--- config.mk ---
export PLATFORM = sky130hd
export DESIGN_NAME = mscf_ctrl
export DESIGN_NICKNAME = d
export VERILOG_FILES = /design/src/hdl/mscf_pkg.sv /design/src/hdl/mscf_ctrl.sv
export SDC_FILE = /design/constraint.sdc
export NUM_CORES = 1
export LEC_CHECK = 0
export ABC_AREA = 1
export CORE_AREA = 2 2 39 41
export CTS_BUF_LIST = sky130_fd_sc_hd__clkbuf_8
export CTS_CLUSTER_SIZE = 40
export DETAILED_ROUTE_END_ITERATION = 10
export DIE_AREA = 0 0 41 43
export DONT_BUFFER_PORTS = 1
export MAX_ROUTING_LAYER = met4
export SLEW_MARGIN = 20
export SYNTH_ARGS = -nofsm -noshare
export SYNTH_HDL_FRONTEND = slang
export SYNTH_SLANG_ARGS = --single-unit
--- constraint.sdc ---
create_clock -name clock -period 1.1 [get_ports clock]
set_input_delay 0.11 -clock clock [delete_from_list [all_inputs] [get_ports clock]]
set_output_delay 0.11 -clock clock [all_outputs]
set_load 0.01 [all_outputs]
--- src/hdl/mscf_pkg.sv ---
// Shared types, codes and constants of the memory search candidate filter.
package mscf_pkg;

   localparam int MEM_BYTES_DEFAULT      = 8192;
   localparam int MAX_CANDIDATES_DEFAULT = 16384;

   localparam int ADDR_W   = 13;
   localparam int VALUE_W  = 32;
   localparam int TOTAL_W  = 15;
   localparam int INDEX_W  = 14;
   localparam int ASM_W    = 24;
   localparam int CSR_IDX_W  = 1;
   localparam int CSR_DATA_W = 2;

   localparam logic [1:0] KIND_SNAPSHOT = 2'd0;
   localparam logic [1:0] KIND_COMPARE  = 2'd1;
   localparam logic [1:0] KIND_FINISH   = 2'd2;
   localparam logic [1:0] KIND_READ     = 2'd3;

   localparam logic [1:0] MODE_NIBBLE = 2'd0;
   localparam logic [1:0] MODE_BYTE   = 2'd1;
   localparam logic [1:0] MODE_HALF   = 2'd2;
   localparam logic [1:0] MODE_WORD   = 2'd3;

   localparam logic [2:0] REL_EQ = 3'd0;
   localparam logic [2:0] REL_LT = 3'd1;
   localparam logic [2:0] REL_LE = 3'd2;
   localparam logic [2:0] REL_GT = 3'd3;
   localparam logic [2:0] REL_GE = 3'd4;
   localparam logic [2:0] REL_NE = 3'd5;

   localparam logic [CSR_IDX_W-1:0] CSR_UNIT_SIZE_MODE     = 1'd0;
   localparam logic [CSR_IDX_W-1:0] CSR_USE_PREVIOUS_VALUE = 1'd1;

   localparam logic [1:0] UNIT_SIZE_MODE_RESET     = MODE_HALF;
   localparam logic       USE_PREVIOUS_VALUE_RESET = 1'b1;

   typedef struct packed {
      logic [1:0]         kind;
      logic [ADDR_W-1:0]  byte_addr;
      logic [7:0]         mem_byte;
      logic [2:0]         relation;
      logic [VALUE_W-1:0] test_value;
      logic [INDEX_W-1:0] entry_index;
   } req_type;

   typedef struct packed {
      logic [TOTAL_W-1:0] candidate_total;
      logic               found;
      logic [ADDR_W-1:0]  entry_address;
      logic               entry_upper_half;
      logic [VALUE_W-1:0] entry_value;
   } rsp_type;

   typedef struct packed {
      logic [ADDR_W-1:0]  address;
      logic               upper;
      logic [VALUE_W-1:0] value;
   } entry_type;

   typedef struct packed {
      logic capture;
      logic snap_first;
      logic snap_upper;
      logic cmp_start;
      logic tab_read_rp;
      logic cmp_eval;
      logic finish;
      logic tab_read_idx;
      logic entry_load;
   } cmd_type;

   typedef struct packed {
      logic [1:0] in_kind;
      logic       in_addr_ok;
      logic       nibble;
      logic       unit_done;
      logic       entry_ok;
      logic       entry_above;
   } status_type;

   typedef enum logic [3:0] {
      ST_IDLE,
      ST_SNAP,
      ST_SNAP_HI,
      ST_CMP_ASM,
      ST_CMP_RD,
      ST_CMP_EVAL,
      ST_FINISH,
      ST_RD_ISSUE,
      ST_RD_LOAD
   } ctrl_state_type;

endpackage

--- src/hdl/mscf_ctrl.sv ---
// Sequencing state machine and result valid flag of the candidate filter.
module mscf_ctrl (
   input  logic                 clock,
   input  logic                 reset,
   input  logic                 req_valid,
   output logic                 req_stall,
   output logic                 rsp_valid,
   input  logic                 rsp_stall,
   input  mscf_pkg::status_type status,
   output mscf_pkg::cmd_type    cmd
);

   mscf_pkg::ctrl_state_type state_ff, state_in;
   logic second_ff, second_in;
   logic rsp_valid_ff, rsp_valid_in;
   logic out_free;
   logic accept;

   assign req_stall = (state_ff != mscf_pkg::ST_IDLE);
   assign rsp_valid = rsp_valid_ff;
   assign accept    = req_valid && !req_stall;
   assign out_free  = !rsp_valid_ff || !rsp_stall;

   always_ff @(posedge clock) begin
      if (reset) begin
         state_ff     <= mscf_pkg::ST_IDLE;
         second_ff    <= 1'b0;
         rsp_valid_ff <= 1'b0;
      end else begin
         state_ff     <= state_in;
         second_ff    <= second_in;
         rsp_valid_ff <= rsp_valid_in;
      end
   end

   always_comb begin
      state_in  = state_ff;
      second_in = second_ff;
      cmd       = '0;
      case (state_ff)
         mscf_pkg::ST_IDLE: begin
            if (accept) begin
               cmd.capture = 1'b1;
               case (status.in_kind)
                  mscf_pkg::KIND_SNAPSHOT: begin
                     if (status.in_addr_ok) state_in = mscf_pkg::ST_SNAP;
                  end
                  mscf_pkg::KIND_COMPARE: begin
                     if (status.in_addr_ok) state_in = mscf_pkg::ST_CMP_ASM;
                  end
                  mscf_pkg::KIND_FINISH: state_in = mscf_pkg::ST_FINISH;
                  default:               state_in = mscf_pkg::ST_RD_ISSUE;
               endcase
            end
         end
         mscf_pkg::ST_SNAP: begin
            cmd.snap_first = 1'b1;
            state_in = status.nibble ? mscf_pkg::ST_SNAP_HI : mscf_pkg::ST_IDLE;
         end
         mscf_pkg::ST_SNAP_HI: begin
            cmd.snap_upper = 1'b1;
            state_in = mscf_pkg::ST_IDLE;
         end
         mscf_pkg::ST_CMP_ASM: begin
            cmd.cmp_start = 1'b1;
            second_in = 1'b0;
            state_in = status.unit_done ? mscf_pkg::ST_CMP_RD : mscf_pkg::ST_IDLE;
         end
         mscf_pkg::ST_CMP_RD: begin
            if (status.entry_ok) begin
               cmd.tab_read_rp = 1'b1;
               state_in = mscf_pkg::ST_CMP_EVAL;
            end else begin
               state_in = mscf_pkg::ST_IDLE;
            end
         end
         mscf_pkg::ST_CMP_EVAL: begin
            if (status.entry_above) begin
               state_in = mscf_pkg::ST_IDLE;
            end else begin
               cmd.cmp_eval = 1'b1;
               if (!second_ff) begin
                  second_in = 1'b1;
                  state_in  = mscf_pkg::ST_CMP_RD;
               end else begin
                  state_in  = mscf_pkg::ST_IDLE;
               end
            end
         end
         mscf_pkg::ST_FINISH: begin
            if (out_free) begin
               cmd.finish = 1'b1;
               state_in = mscf_pkg::ST_IDLE;
            end
         end
         mscf_pkg::ST_RD_ISSUE: begin
            cmd.tab_read_idx = 1'b1;
            state_in = mscf_pkg::ST_RD_LOAD;
         end
         mscf_pkg::ST_RD_LOAD: begin
            if (out_free) begin
               cmd.entry_load = 1'b1;
               state_in = mscf_pkg::ST_IDLE;
            end
         end
         default: state_in = mscf_pkg::ST_IDLE;
      endcase
   end

   always_comb begin
      if (cmd.finish || cmd.entry_load) begin
         rsp_valid_in = 1'b1;
      end else if (rsp_valid_ff && !rsp_stall) begin
         rsp_valid_in = 1'b0;
      end else begin
         rsp_valid_in = rsp_valid_ff;
      end
   end

   // a result is never loaded over one still held
   a_no_overwrite: assert property (@(posedge clock) disable iff (reset)
      (cmd.finish || cmd.entry_load) |-> !(rsp_valid_ff && rsp_stall))
      else $error("result register overwritten while stalled");

   a_load_shows: assert property (@(posedge clock) disable iff (reset)
      (cmd.finish || cmd.entry_load) |=> rsp_valid_ff)
      else $error("loaded result not presented");

   a_valid_source: assert property (@(posedge clock) disable iff (reset)
      $rose(rsp_valid_ff) |-> $past(cmd.finish || cmd.entry_load))
      else $error("result valid without a load");

endmodule

# == After elaboration in Yosys (flattened, before gate mapping) ==
# Cells that the tools add are included.
# op_classes
addsub,0
muxes,28
div_mod_pow,0
n_lt_le_gt_ge,0
reduce_logical,15
eq_ne,15
bitwise,0
mul,0
n_shift,0
# ops
cell,count
one-hot mux 4 bit (7 select lines),1
two-way mux 4 bit,5
"== test 4 x 3 -> 1 bit, second input constant",4
two-way mux 1 bit,16
one-hot mux 4 bit (3 select lines),1
two-way mux 3 bit,3
"== test 4 x 2 -> 1 bit, second input constant",2
"inequality test 3 bit, second input constant",2
"== test 4 x 1 -> 1 bit, second input constant",1
"== test 4 bit, second input constant",1
logical NOT 4 bit,1
"inequality test 2 bit, second input constant",2
AND reduction 4 bit,1
nonzero test 2 bit,2
nonzero test 4 bit,1
logical NOT 1 bit,3
"== test 2 x 1 -> 1 bit, second input constant",1
"== test 2 bit, second input constant",1
logical AND 1 bit,2
logical NOT 2 bit,1
logical OR 1 bit,2
two-way mux 2 bit,1
"inequality test 2 x 1 -> 1 bit, second input constant",1
one-hot mux 1 bit (2 select lines),1
2 further kinds,2
# totals
ram_bits,0
word_cells,61
memories,0
latch_bits,0
rom_bits,0
register_bits,6

# == Logic depth before layout (Yosys ltp) ==
# Gate-level depths: netlist (run 1).
# logic_depth
word_depth,6
mapped_depth,8
depth_no_buf,8

# == Worst setup path before layout (run 1) ==
# No wires, ideal clock.
# synth_path
path_type,register to register
from,reg state_ff[3]
to,reg state_ff[2]
slack_ps,-18
path_buffers,0
path_stages_with_launch,8
arrival_time_ps,1052
setup_time_ps,66
cell_sequence,dfxtp_1 > nor2_2 > nand2_4 > nor2_4 > inv_2 > nand2_4 > nand2_2 > a21oi_2
# synth_via
elab_chain_len,5
word_cells_on_any_way,18
cone_classes,11 x eq/ne; 1 x mux; 6 x reduce/logical
# synth_rtl
element,line,rtl
"start, declared",mscf_ctrl.sv:13,"mscf_pkg::ctrl_state_type state_ff, state_in;"
"start signal, assigned",mscf_ctrl.sv:26,state_ff <= mscf_pkg::ST_IDLE;
"start signal, assigned",mscf_ctrl.sv:30,state_ff <= state_in;
nonzero test 4 bit,mscf_ctrl.sv:19,assign req_stall = (state_ff != mscf_pkg::ST_IDLE);
net req_stall,mscf_ctrl.sv:6,"output logic req_stall,"
logical NOT 1 bit,mscf_ctrl.sv:21,assign accept = req_valid && !req_stall;
logical AND 1 bit,mscf_ctrl.sv:21,
inequality test 2 bit (no line),-,
AND reduction 4 bit (no line),-,
# The timed path passes the listed nets, and every way through them passes these cells.
# A chain may end at the register's enable or synchronous reset.

==> qor.csv, run 1 <==
metric;value;unit
grt_max_degree;6;
pre_cts_ws;-0.07023;ns
pwr-share-seq;18.5;%
fillCellCount;122;
drt-initial-drc-count;7;
area_delta_synth_final;82.08;%
worstSetupStartpointType;flop;
gp_congestion;0.7423;
ys_warn_count;0;
fmaxAchievable;803.9;MHz
hold_viol;0;
clock-skew-final;0.0002828;ns
drive_above_1_share;62.77;%
synth_top_family_by_area;simple AND/OR/NAND/NOR gates;
syn_nets;80;
wl_per_cell;12.56;µm
detailed_place_hpwl;858.5;µm
ctsLongestPathBuffers;2;
routed_via_density;4.945;
grt_overflow;0;
regArea;135.1;µm²
ir_worst_vdd;1.756;mV
numCtsBuffers;3;
multiInputGateArea;350.3;µm²
criticalPathCategory;reg -> out;
synthAdderAreaFrac;0;%
synth_xor_area_share;0;%
reg2reg_depth;8;
synthCells;69;
crit_path_end;cmd[4];
rsz0062_at_grt;yes;
slew_violations;0;
grt_pass1_vias;474;
nets;107;
power_frac_comb;66.1;%
cts_root_buf;clkbuf_8;
slowest_delay;0.35;ns
power_density;2789;mW/mm²
num_io_pins;22;
internal-power;1.226;mW
clk_latency;0.22;ns
die_w;41;µm
critPathTopFamily;flip-flops;
cap_violations;0;
ant_nets;0;
final_cells;110;
p_leak;0.3766;nW
crit_path_start;state_ff[1];
sw_frac_of_total;44.23;%
synthArstFlopShare;0;%
synth_edf_count;0;
diodes;0;
dieArea;0.001763;mm²
htreeDepth;1;
pwr-share-clk;15.4;%
core;0.001384;mm²
setup_slack;-0.1440;ns
num_vias;544;
drcViolationCount;0;
slowest_stage;dfxtp_4;
path_depth;5;
cp_common_cell;buf_6;
reg2reg_from;state_ff[2];
fin_crit;1.244;ns
crit_chain;nor2_4 -> buf_6 -> nand3_4 -> inv_2 -> buf_6;
grt_pass1_wl;1987;µm
ff2ff_setup_slack;-0.10;ns
p_switching;972.4;µW
r2r_end;state_ff[1];
netlist_area;432.9;µm²
synth_compound_area_share;10.40;%
worstMarginPinSlew;0.2976;ns
antenna_found_initial;0;
start_util;31.28;%
numPortBuffers;0;
first_pass_iters;4;
fp-row-count;14;
synth_top_flop_cell;dfxtp_1;
synth_cell_types;16;
worstPathArrival;1.13;ns
postLayoutCoreUtil;56.96;%
path_clk_slew;0.04;ns
yosys.area_share.simple;50.58;%
numClockSinks;6;
grt_usage;17.78;%
crit_buf_inv;3;
crit_path_end_kind;output pin;
place_area;600.6;µm²
hp-start;reset;
violations;negative setup slack;
outcome;finished with violations;
fp.dieH;43;µm
setup_viol;15;
yosysSeqAreaShare;27.75;%
cts_tree;built;
synth_seq_cells;6;
synth.area.mux_share;0;%
cp.required;0.99;ns
cp_max_fo;4;
avgSynthCellArea;6.274;µm²
finish.instance_area;788.3;µm²
finalWirelength;1382;µm
relSlewSlack;80.09;%
fin_crit_sh;113.1;%
hold_path.class;in -> reg;
placedCellCount;103;
-- timing repair --
item | CTS | global route
setup buffers | 3 | 0
endpoints found under the hold margin | 5 | 0
cloned | 0 | 0
resized for setup | 23 | 14
endpoints found under the setup margin | 14 | 15
hold buffers | 1 | 0
pin swaps | 3 | 5
-- flip-flops by register name, indices dropped and copies added (netlist names) --
signal and flops:
rsp_valid 1, second_ff 1, state_ff 4
-- power groups by stage --
stage / logic, mW / registers (mW) / clock network [mW]
CTS: 1.29 / 0.384 / 0.340
global route: 1.57 / 0.412 / 0.354
detailed placement: 1.10 / 0.366 / 0
finish: 1.45 / 0.407 / 0.338
global placement: 1.09 / 0.362 / 0
floorplan: 0.670 / 0.365 / 0
-- routing by layer --
metal	GRT usage, %	vias up	part of all wire, %
li1	-	267	-
met1	19.23	252	37
met2	27.81	20	55
met3	4.712	5	5.0
met4	10.00	0	2.5
met5	-	-	0
-- cells in the final DEF (no fill, tap or decap), drive strengths merged --
| cell type | synthesis | layout |
|---|---|---|
| inv | 13 | 13 |
| nand2 | 12 | 12 |
| nor2 | 20 | 20 |
| clkbuf | 0 | 3 |
| dlygate4sd3 | 0 | 1 |
| nor3 | 4 | 4 |
| buf | 0 | 21 |
| o21ai | 1 | 1 |
| a21oi | 5 | 5 |
| nand4 | 1 | 1 |
| o21bai | 1 | 1 |
| nand3 | 6 | 6 |
| dfxtp | 6 | 6 |
-- Yosys cell counts (2+ instances only) --
library cell / instances / area (µm²)
a21oi_1: 3 / 15.01
a21oi_2: 2 / 17.52
dfxtp_1: 6 / 120.1
inv_1: 12 / 45.04
nand2_1: 7 / 26.28
nand2_2: 3 / 18.77
nand2_4: 2 / 22.52
nand3_1: 6 / 30.03
nor2_1: 16 / 60.06
nor2_2: 2 / 12.51
nor2_4: 2 / 22.52
nor3_1: 4 / 20.02
-- worst reg2reg max path, cell delays in order (launching register included) --
cell,delay [ns]
dfxtp_4,0.37
inv_4,0.04
nor2_4,0.13
nand2_1,0.11
nand2_2,0.10
nand2_2,0.08
nand2_4,0.09
nand2_2,0.07
a21oi_2,0.13
-- worst min-delay path by stage --
stage                             end  cells past startpoint
after floorplan           state_ff[2]                      1
after detailed placement  state_ff[2]                      1
after CTS                   rsp_valid                      2
after global routing        rsp_valid                      2
after global placement    state_ff[2]                      1
final                       rsp_valid                      2
-- final cells by class --
| type | instances | area share, % |
|---|---|---|
| inverter | 13 | 6.508 |
| sequential | 6 | 17.14 |
| tap | 16 | 2.540 |
| clock buffer | 3 | 5.238 |
| timing repair buffer | 22 | 24.13 |
| multi-input combinational | 50 | 44.44 |
-- per-stage QoR --
| stage | setup TNS, ns | power [mW] | hold slack (ns) |
|---|---|---|---|
| 3_3_place_gp | -0.08394 | 1.456 | 0.1670 |
| 2_1_floorplan | 0 | 1.036 | 0.1651 |
| 5_1_grt | -2.260 | 2.335 | 0.04364 |
| 6_report | -1.331 | 2.199 | 0.04544 |
| 4_1_cts | -1.308 | 2.019 | 0.04430 |
| 3_5_place_dp | -0.1386 | 1.469 | 0.1692 |
-- cell families (layout without fill, tap and decap cells) --
| group | after synthesis | after routing |
|---|---|---|
| and+or+nand+nor | 43 | 43 |
| DFF | 6 | 6 |
| AOI/OAI and AO/OA | 7 | 7 |
| buffers and inverters | 13 | 38 |
(Power assumes the default switching activity.)
==> inputs of run 2 (changes only) <==
- ABC_AREA: 1 -> 0
- REMOVE_ABC_BUFFERS: default -> 1
==> run 2 against run 1 <==
- the flow still finishes with violations (negative setup slack)
- sequential cell count did not move
- synthesized cell count decreased by 19%
- register-to-register slack got worse by 0.06 ns
- critical path depth is 2 lower
- sequential share of layout area is 1.5 points lower
- worst hold slack worse by 0.0035 ns
- total power shrank 46%
- wire length up 7.7%
==> qor.csv, run 2 <==
metric;value;unit;change
outcome;finished with violations;;unchanged
violations;negative setup slack;;unchanged
clock-skew-final;0.002971;ns;was 0.0002828 ns
path_depth;3;;was 5
setup_slack;-0.2580;ns;was -0.1440 ns
criticalPathCategory;reg -> out;;unchanged
cts_tree;built;;unchanged
synthCells;56;;was 69
diodes;0;;unchanged
num_vias;531;;was 544
die_w;41;µm;unchanged
synth_cell_types;25;;was 16
start_util;31.65;%;was 31.28%
slowest_delay;0.42;ns;was 0.35 ns
grt_max_degree;9;;was 6
synth_edf_count;0;;unchanged
critPathTopFamily;simple AND/OR/NAND/NOR gates;;was flip-flops
cp.required;0.99;ns;about the same
ctsLongestPathBuffers;2;;unchanged
final_cells;101;;was 110
numCtsBuffers;3;;unchanged
crit_path_end_kind;output pin;;unchanged
rsz0062_at_grt;yes;;unchanged
cp_max_fo;6;;was 4
drive_above_1_share;68.24;%;was 62.77%
fin_crit;1.358;ns;was 1.244 ns
synth.most_common_cell;nor2_1;;unchanged
slew_violations;0;;unchanged
antenna_found_initial;0;;unchanged
gp_congestion;0.7492;;was 0.7423
routed_via_density;5.257;;was 4.945
ys_warn_count;0;;unchanged
grt_overflow;0;;unchanged
fin_crit_sh;123.5;%;was 113.1%
numClockSinks;6;;unchanged
htreeDepth;1;;unchanged
nets;98;;was 107
clk_latency;0.23;ns;was 0.22 ns
fp.dieH;43;µm;unchanged
dieArea;0.001763;mm²;unchanged
worstMarginPinSlew;0.2675;ns;was 0.2976 ns
worstHoldPathCells;2;;unchanged
slowest_stage;or3b_4;;was dfxtp_4
grt_pass1_wl;2297;µm;was 1987 µm
path_clk_slew;0.04;ns;about the same
cap_violations;0;;unchanged
relSlewSlack;82.03;%;was 80.09%
layout_common_cells;21 x buf_4, 8 x buf_6, 6 x nor2_1;;was 15 x buf_4, 8 x nor2_4, 8 x inv_1, 8 x nor2_1, 6 x buf_6
ir_worst_vdd;0.6578;mV;was 1.756 mV
synthArstFlopShare;0;%;unchanged
drcViolationCount;0;;unchanged
p_leak;0.3649;nW;was 0.3766 nW
setup_viol;15;;unchanged
first_pass_iters;3;;was 4
power_density;1384;mW/mm²;was 2789 mW/mm²
grt_usage;20.53;%;was 17.78%
regMostFlops;state_ff;;unchanged
reg2reg_depth;4;;was 8
hold_viol;0;;unchanged
cts_root_buf;clkbuf_8;;unchanged
numPortBuffers;0;;unchanged
worstPathArrival;1.25;ns;was 1.13 ns
final_common_cell;buf_4;;unchanged
detailed_place_hpwl;878.2;µm;was 858.5 µm
fp-row-count;14;;unchanged
yosysSeqAreaShare;27.43;%;was 27.75%
yosysTopAreaCell;dfxtp_1;;unchanged
wl_per_cell;14.73;µm;was 12.56 µm
num_io_pins;22;;unchanged
synth.top_cell.area_share;27.43;%;was 27.75%
ant_nets;0;;unchanged
place_area;605.6;µm²;was 600.6 µm²
synth_seq_cells;6;;unchanged
drt-initial-drc-count;9;;was 7
placedCellCount;92;;was 103
synth_top_cells_by_count;10 x nor2_1, 6 x dfxtp_1, 5 x nor3_1, 4 x a21oi_1;;was 16 x nor2_1, 12 x inv_1, 7 x nand2_1, 6 x dfxtp_1, 6 x nand3_1
worstSetupStartpointType;flop;;unchanged
finish.instance_area;862.1;µm²;was 788.3 µm²
finalWirelength;1488;µm;was 1382 µm
hold_path.class;in -> reg;;unchanged
core;0.001384;mm²;unchanged
synth.area.top_cells;dfxtp_1 27%, nor2_1 8.6%, nor3_1 5.7%;;was dfxtp_1 28%, nor2_1 14%, inv_1 10%
grt_pass1_vias;549;;was 474
tns;-2.386;ns;was -1.331 ns
largest_register_ffs;4;;unchanged
area_delta_synth_final;96.86;%;was 82.08%
synth_top_flop_cell;dfxtp_1;;unchanged
fmaxAchievable;736.4;MHz;was 803.9 MHz
avgSynthCellArea;7.820;µm²;was 6.274 µm²
netlist_area;437.9;µm²;was 432.9 µm²
crit_buf_inv;1;;was 3
crit_chain;or3b_4 -> nor2_4 -> buf_6;;was nor2_4 -> buf_6 -> nand3_4 -> inv_2 -> buf_6
## run 2: where the power goes
group / leakage [nW] / switching (mW) / total, mW / internal (mW)
clock: 0.0216 / 0.110 / 0.346 / 0.236
sequential: 0.0517 / 0.0468 / 0.288 / 0.241
combinational: 0.292 / 0.238 / 0.559 / 0.321
total: 0.365 / 0.395 / 1.19 / 0.799
## run 2: worst reg2reg max path: stages (launching register included)
cell and delay (ns):
dfxtp_4 0.37, buf_4 0.14, nand2b_4 0.17, or4_4 0.44, o21ai_2 0.06
## run 2: cell type report
| class | count | area (µm²) |
|---|---|---|
| Clock buffer | 3 | 41.29 |
| Fill cell | 117 | 521.8 |
| Timing Repair Buffer | 30 | 257.7 |
| Inverter | 1 | 3.754 |
| Sequential cell | 6 | 135.1 |
| Multi-Input combinational cell | 45 | 404.1 |
| Tap cell | 16 | 20.02 |
## run 2: cells by family after synthesis
family          after synthesis  synth area share [%]
compound gates               14                 21.72
buf+inv                       5                 8.285
flops                         6                 27.43
simple gates                 31                 42.57
## run 2: what timing repair did
item / in CTS / in global routing
endpoints found under the hold margin: 3 / 0
resized for setup: 30 / 11
hold buffers: 1 / 0
setup endpoints to repair: 16 / 16
pin swaps: 8 / 4
setup buffers: 2 / 3
## run 2: path summary, 6_finish.rpt
kind                    start     endpoint  slack, ns
hold reg to reg     second_ff    second_ff       0.50
setup / recovery  state_ff[1]       cmd[4]      -0.26
setup reg to reg  state_ff[0]  state_ff[2]      -0.16
hold / removal      rsp_stall  state_ff[3]       0.04
## run 2: per-stage QoR
stage               hold WS, ns  setup WS (ns)  util, %  power, mW
global placement         0.1836        -0.1770    43.76     0.6311
global route            0.04731        -0.2983    62.30      1.252
floorplan                0.1816        -0.1813        -     0.4449
finish                  0.04191        -0.2580    62.30      1.193
detailed placement       0.1853        -0.1539    43.76     0.6334
CTS                     0.04307        -0.2302    57.14      1.110
## run 2: per-layer routing
layer	share of wire, %	GRT usage (%)	vias up
met3	3.2	4.712	6
li1	-	-	259
met5	0	-	-
met1	43	22.04	251
met4	3.2	14.67	0
met2	50	31.25	15
==> inputs of run 3 (changes only) <==
- CTS_BUF_LIST: sky130_fd_sc_hd__clkbuf_8 -> default
==> run 3 against run 2 <==
- clock power is 39% lower
- the flow still finishes with violations (negative setup slack)
- total power fell by 13%
- cell count decreased by 0.99%
- register-to-register slack lost 0.03 ns
- global-route usage is 1.6 points lower
- critical endpoint unchanged
- sequential cell count stayed put
- via count fell by 4.1%
- highest routed layer is now met3
==> qor.csv, run 3 (synthesis results as in run 2) <==
metric;value;unit;change
routed_via_density;5.090;;was 5.257
grt_max_degree;9;;unchanged
slowest_stage;or3b_4;;unchanged
worstSetupStartpointType;flop;;unchanged
finalWirelength;1398;µm;was 1488 µm
diodes;0;;unchanged
ctsLongestPathBuffers;2;;unchanged
gp_congestion;0.7492;;unchanged
ant_nets;0;;unchanged
clk_latency;0.24;ns;was 0.23 ns
rsz0062_at_grt;yes;;unchanged
power_density;1253;mW/mm²;was 1384 mW/mm²
criticalPathCategory;reg -> out;;unchanged
area_delta_synth_final;88.86;%;was 96.86%
setup_viol;15;;unchanged
crit_chain;or3b_4 -> nor2_4 -> buf_6;;unchanged
outcome;finished with violations;;unchanged
fmaxAchievable;730.9;MHz;was 736.4 MHz
htreeDepth;1;;unchanged
critPathTopFamily;simple AND/OR/NAND/NOR gates;;unchanged
reg2reg_from;state_ff[3];;was state_ff[0]
pwr-share-clk;20.5;%;was 29.0%
dieArea;0.001763;mm²;unchanged
nets;97;;was 98
final_common_cell;buf_4;;unchanged
detailed_place_hpwl;878.2;µm;unchanged
crit_buf_inv;1;;unchanged
fin_crit_sh;124.4;%;was 123.5%
p_leak;0.3502;nW;was 0.3649 nW
finish.instance_area;827.0;µm²;was 862.1 µm²
numClockSinks;6;;unchanged
fillCellCount;119;;was 117
antenna_found_initial;0;;unchanged
cp_max_fo;6;;unchanged
power_frac_comb;51.5;%;was 46.8%
p_switching;363.2;µW;was 394.5 µW
internal-power;672.9;µW;was 798.6 µW
cts_tree;built;;unchanged
num_vias;509;;was 531
slew_violations;0;;unchanged
cp.required;0.99;ns;about the same
clock-skew-final;0.0003140;ns;was 0.002971 ns
hold_path.class;in -> reg;;unchanged
grt_pass1_wl;2235;µm;was 2297 µm
pre_cts_ws;-0.1539;ns;unchanged
violations;negative setup slack;;unchanged
crit_path_start;state_ff[1];;unchanged
layout_common_cells;19 x buf_4, 9 x buf_6, 6 x nor2_1;;was 21 x buf_4, 8 x buf_6, 6 x nor2_1
largest_register_ffs;4;;unchanged
hold_viol;0;;unchanged
fp-row-count;14;;unchanged
path_depth;3;;unchanged
drt-initial-drc-count;4;;was 9
tns;-2.413;ns;was -2.386 ns
grt_usage;18.91;%;was 20.53%
sw_frac_of_total;35.06;%;was 33.07%
setup_slack;-0.2682;ns;was -0.2580 ns
crit_path_end_kind;output pin;;unchanged
crit_path_end;cmd[4];;unchanged
grt_overflow;0;;unchanged
cts_root_buf;clkbuf_4;;was clkbuf_8
worstPathArrival;1.26;ns;was 1.25 ns
die_w;41;µm;unchanged
slowest_delay;0.42;ns;about the same
pwr-share-seq;28.1;%;was 24.2%
start_util;31.65;%;unchanged
fp.dieH;43;µm;unchanged
fin_crit;1.368;ns;was 1.358 ns
ff2ff_setup_slack;-0.19;ns;was -0.16 ns
grt_pass1_vias;522;;was 549
place_area;605.6;µm²;unchanged
ir_worst_vdd;0.5634;mV;was 0.6578 mV
drcViolationCount;0;;unchanged
wl_per_cell;13.98;µm;was 14.73 µm
r2r_end;state_ff[2];;unchanged
numCtsBuffers;3;;unchanged
num_io_pins;22;;unchanged
path_clk_slew;0.05;ns;was 0.04 ns
first_pass_iters;4;;was 3
numPortBuffers;0;;unchanged
reg2reg_depth;4;;unchanged
core;0.001384;mm²;unchanged
relSlewSlack;84.13;%;was 82.03%
drive_above_1_share;69.05;%;was 68.24%
regMostFlops;state_ff;;unchanged
cap_violations;0;;unchanged
worstMarginPinSlew;0.2363;ns;was 0.2675 ns
==> run 3: changes by cell type in the layout (fill, tap and decap cells not counted), sizes merged <==
cell  delta
buf      -1
==> run 3: stage by stage <==
stage / instances / power (mW) / utilization (%) / hold slack, ns
6_report: 100 / 1.036 / 59.76 / 0.02768
5_1_grt: 100 / 1.101 / 59.76 / 0.02175
4_1_cts: 99 / 0.9787 / 56.78 / 0.02067
3_5_place_dp: 92 / 0.6334 / 43.76 / 0.1853
3_3_place_gp: 92 / 0.6311 / 43.76 / 0.1836
2_1_floorplan: 52 / 0.4449 / - / 0.1816
==> run 3: cell type report <==
class	count	area, µm²	area share [%]
Clock buffer	3	22.52	2.723
Inverter	1	3.754	0.4539
Multi-Input combinational cell	45	391.6	47.35
Sequential cell	6	135.1	16.34
Tap cell	16	20.02	2.421
Timing Repair Buffer	29	254.0	30.71
==> run 3: timing repair <==
item                                   CTS  global route
gates resized for setup                 32             9
hold buffers                             1             0
setup buffers                            3             1
pin swaps                                9             6
setup endpoints to repair               15            16
endpoints found under the hold margin    3             0
==> run 3: power groups by stage <==
stage               clock network (mW)  registers [mW]  logic, mW
CTS                              0.217           0.284      0.478
finish                           0.212           0.291      0.533
global placement                     0           0.277      0.354
detailed placement                   0           0.279      0.354
floorplan                            0           0.282      0.162
global route                     0.232           0.296      0.574
==> run 3: per-layer routing <==
layer,routed length (µm),vias up,track usage [%]
met1,595,241,23.40
met5,0,-,-
met3,42,0,3.665
met2,760,12,29.69
li1,-,256,-
met4,0,0,6.000
==> run 3: worst min path at each step <==
| stage | depth (start not counted) | end | slack [ns] | startpoint |
|---|---|---|---|---|
| 5_1_grt | 2 | state_ff[3] | 0.02 | rsp_stall |
| 4_1_cts | 2 | state_ff[3] | 0.02 | rsp_stall |
| 3_3_place_gp | 1 | rsp_valid | 0.18 | reset |
| 6_report | 2 | state_ff[3] | 0.03 | rsp_stall |
| 2_1_floorplan | 1 | rsp_valid | 0.18 | reset |
| 3_5_place_dp | 1 | rsp_valid | 0.19 | reset |
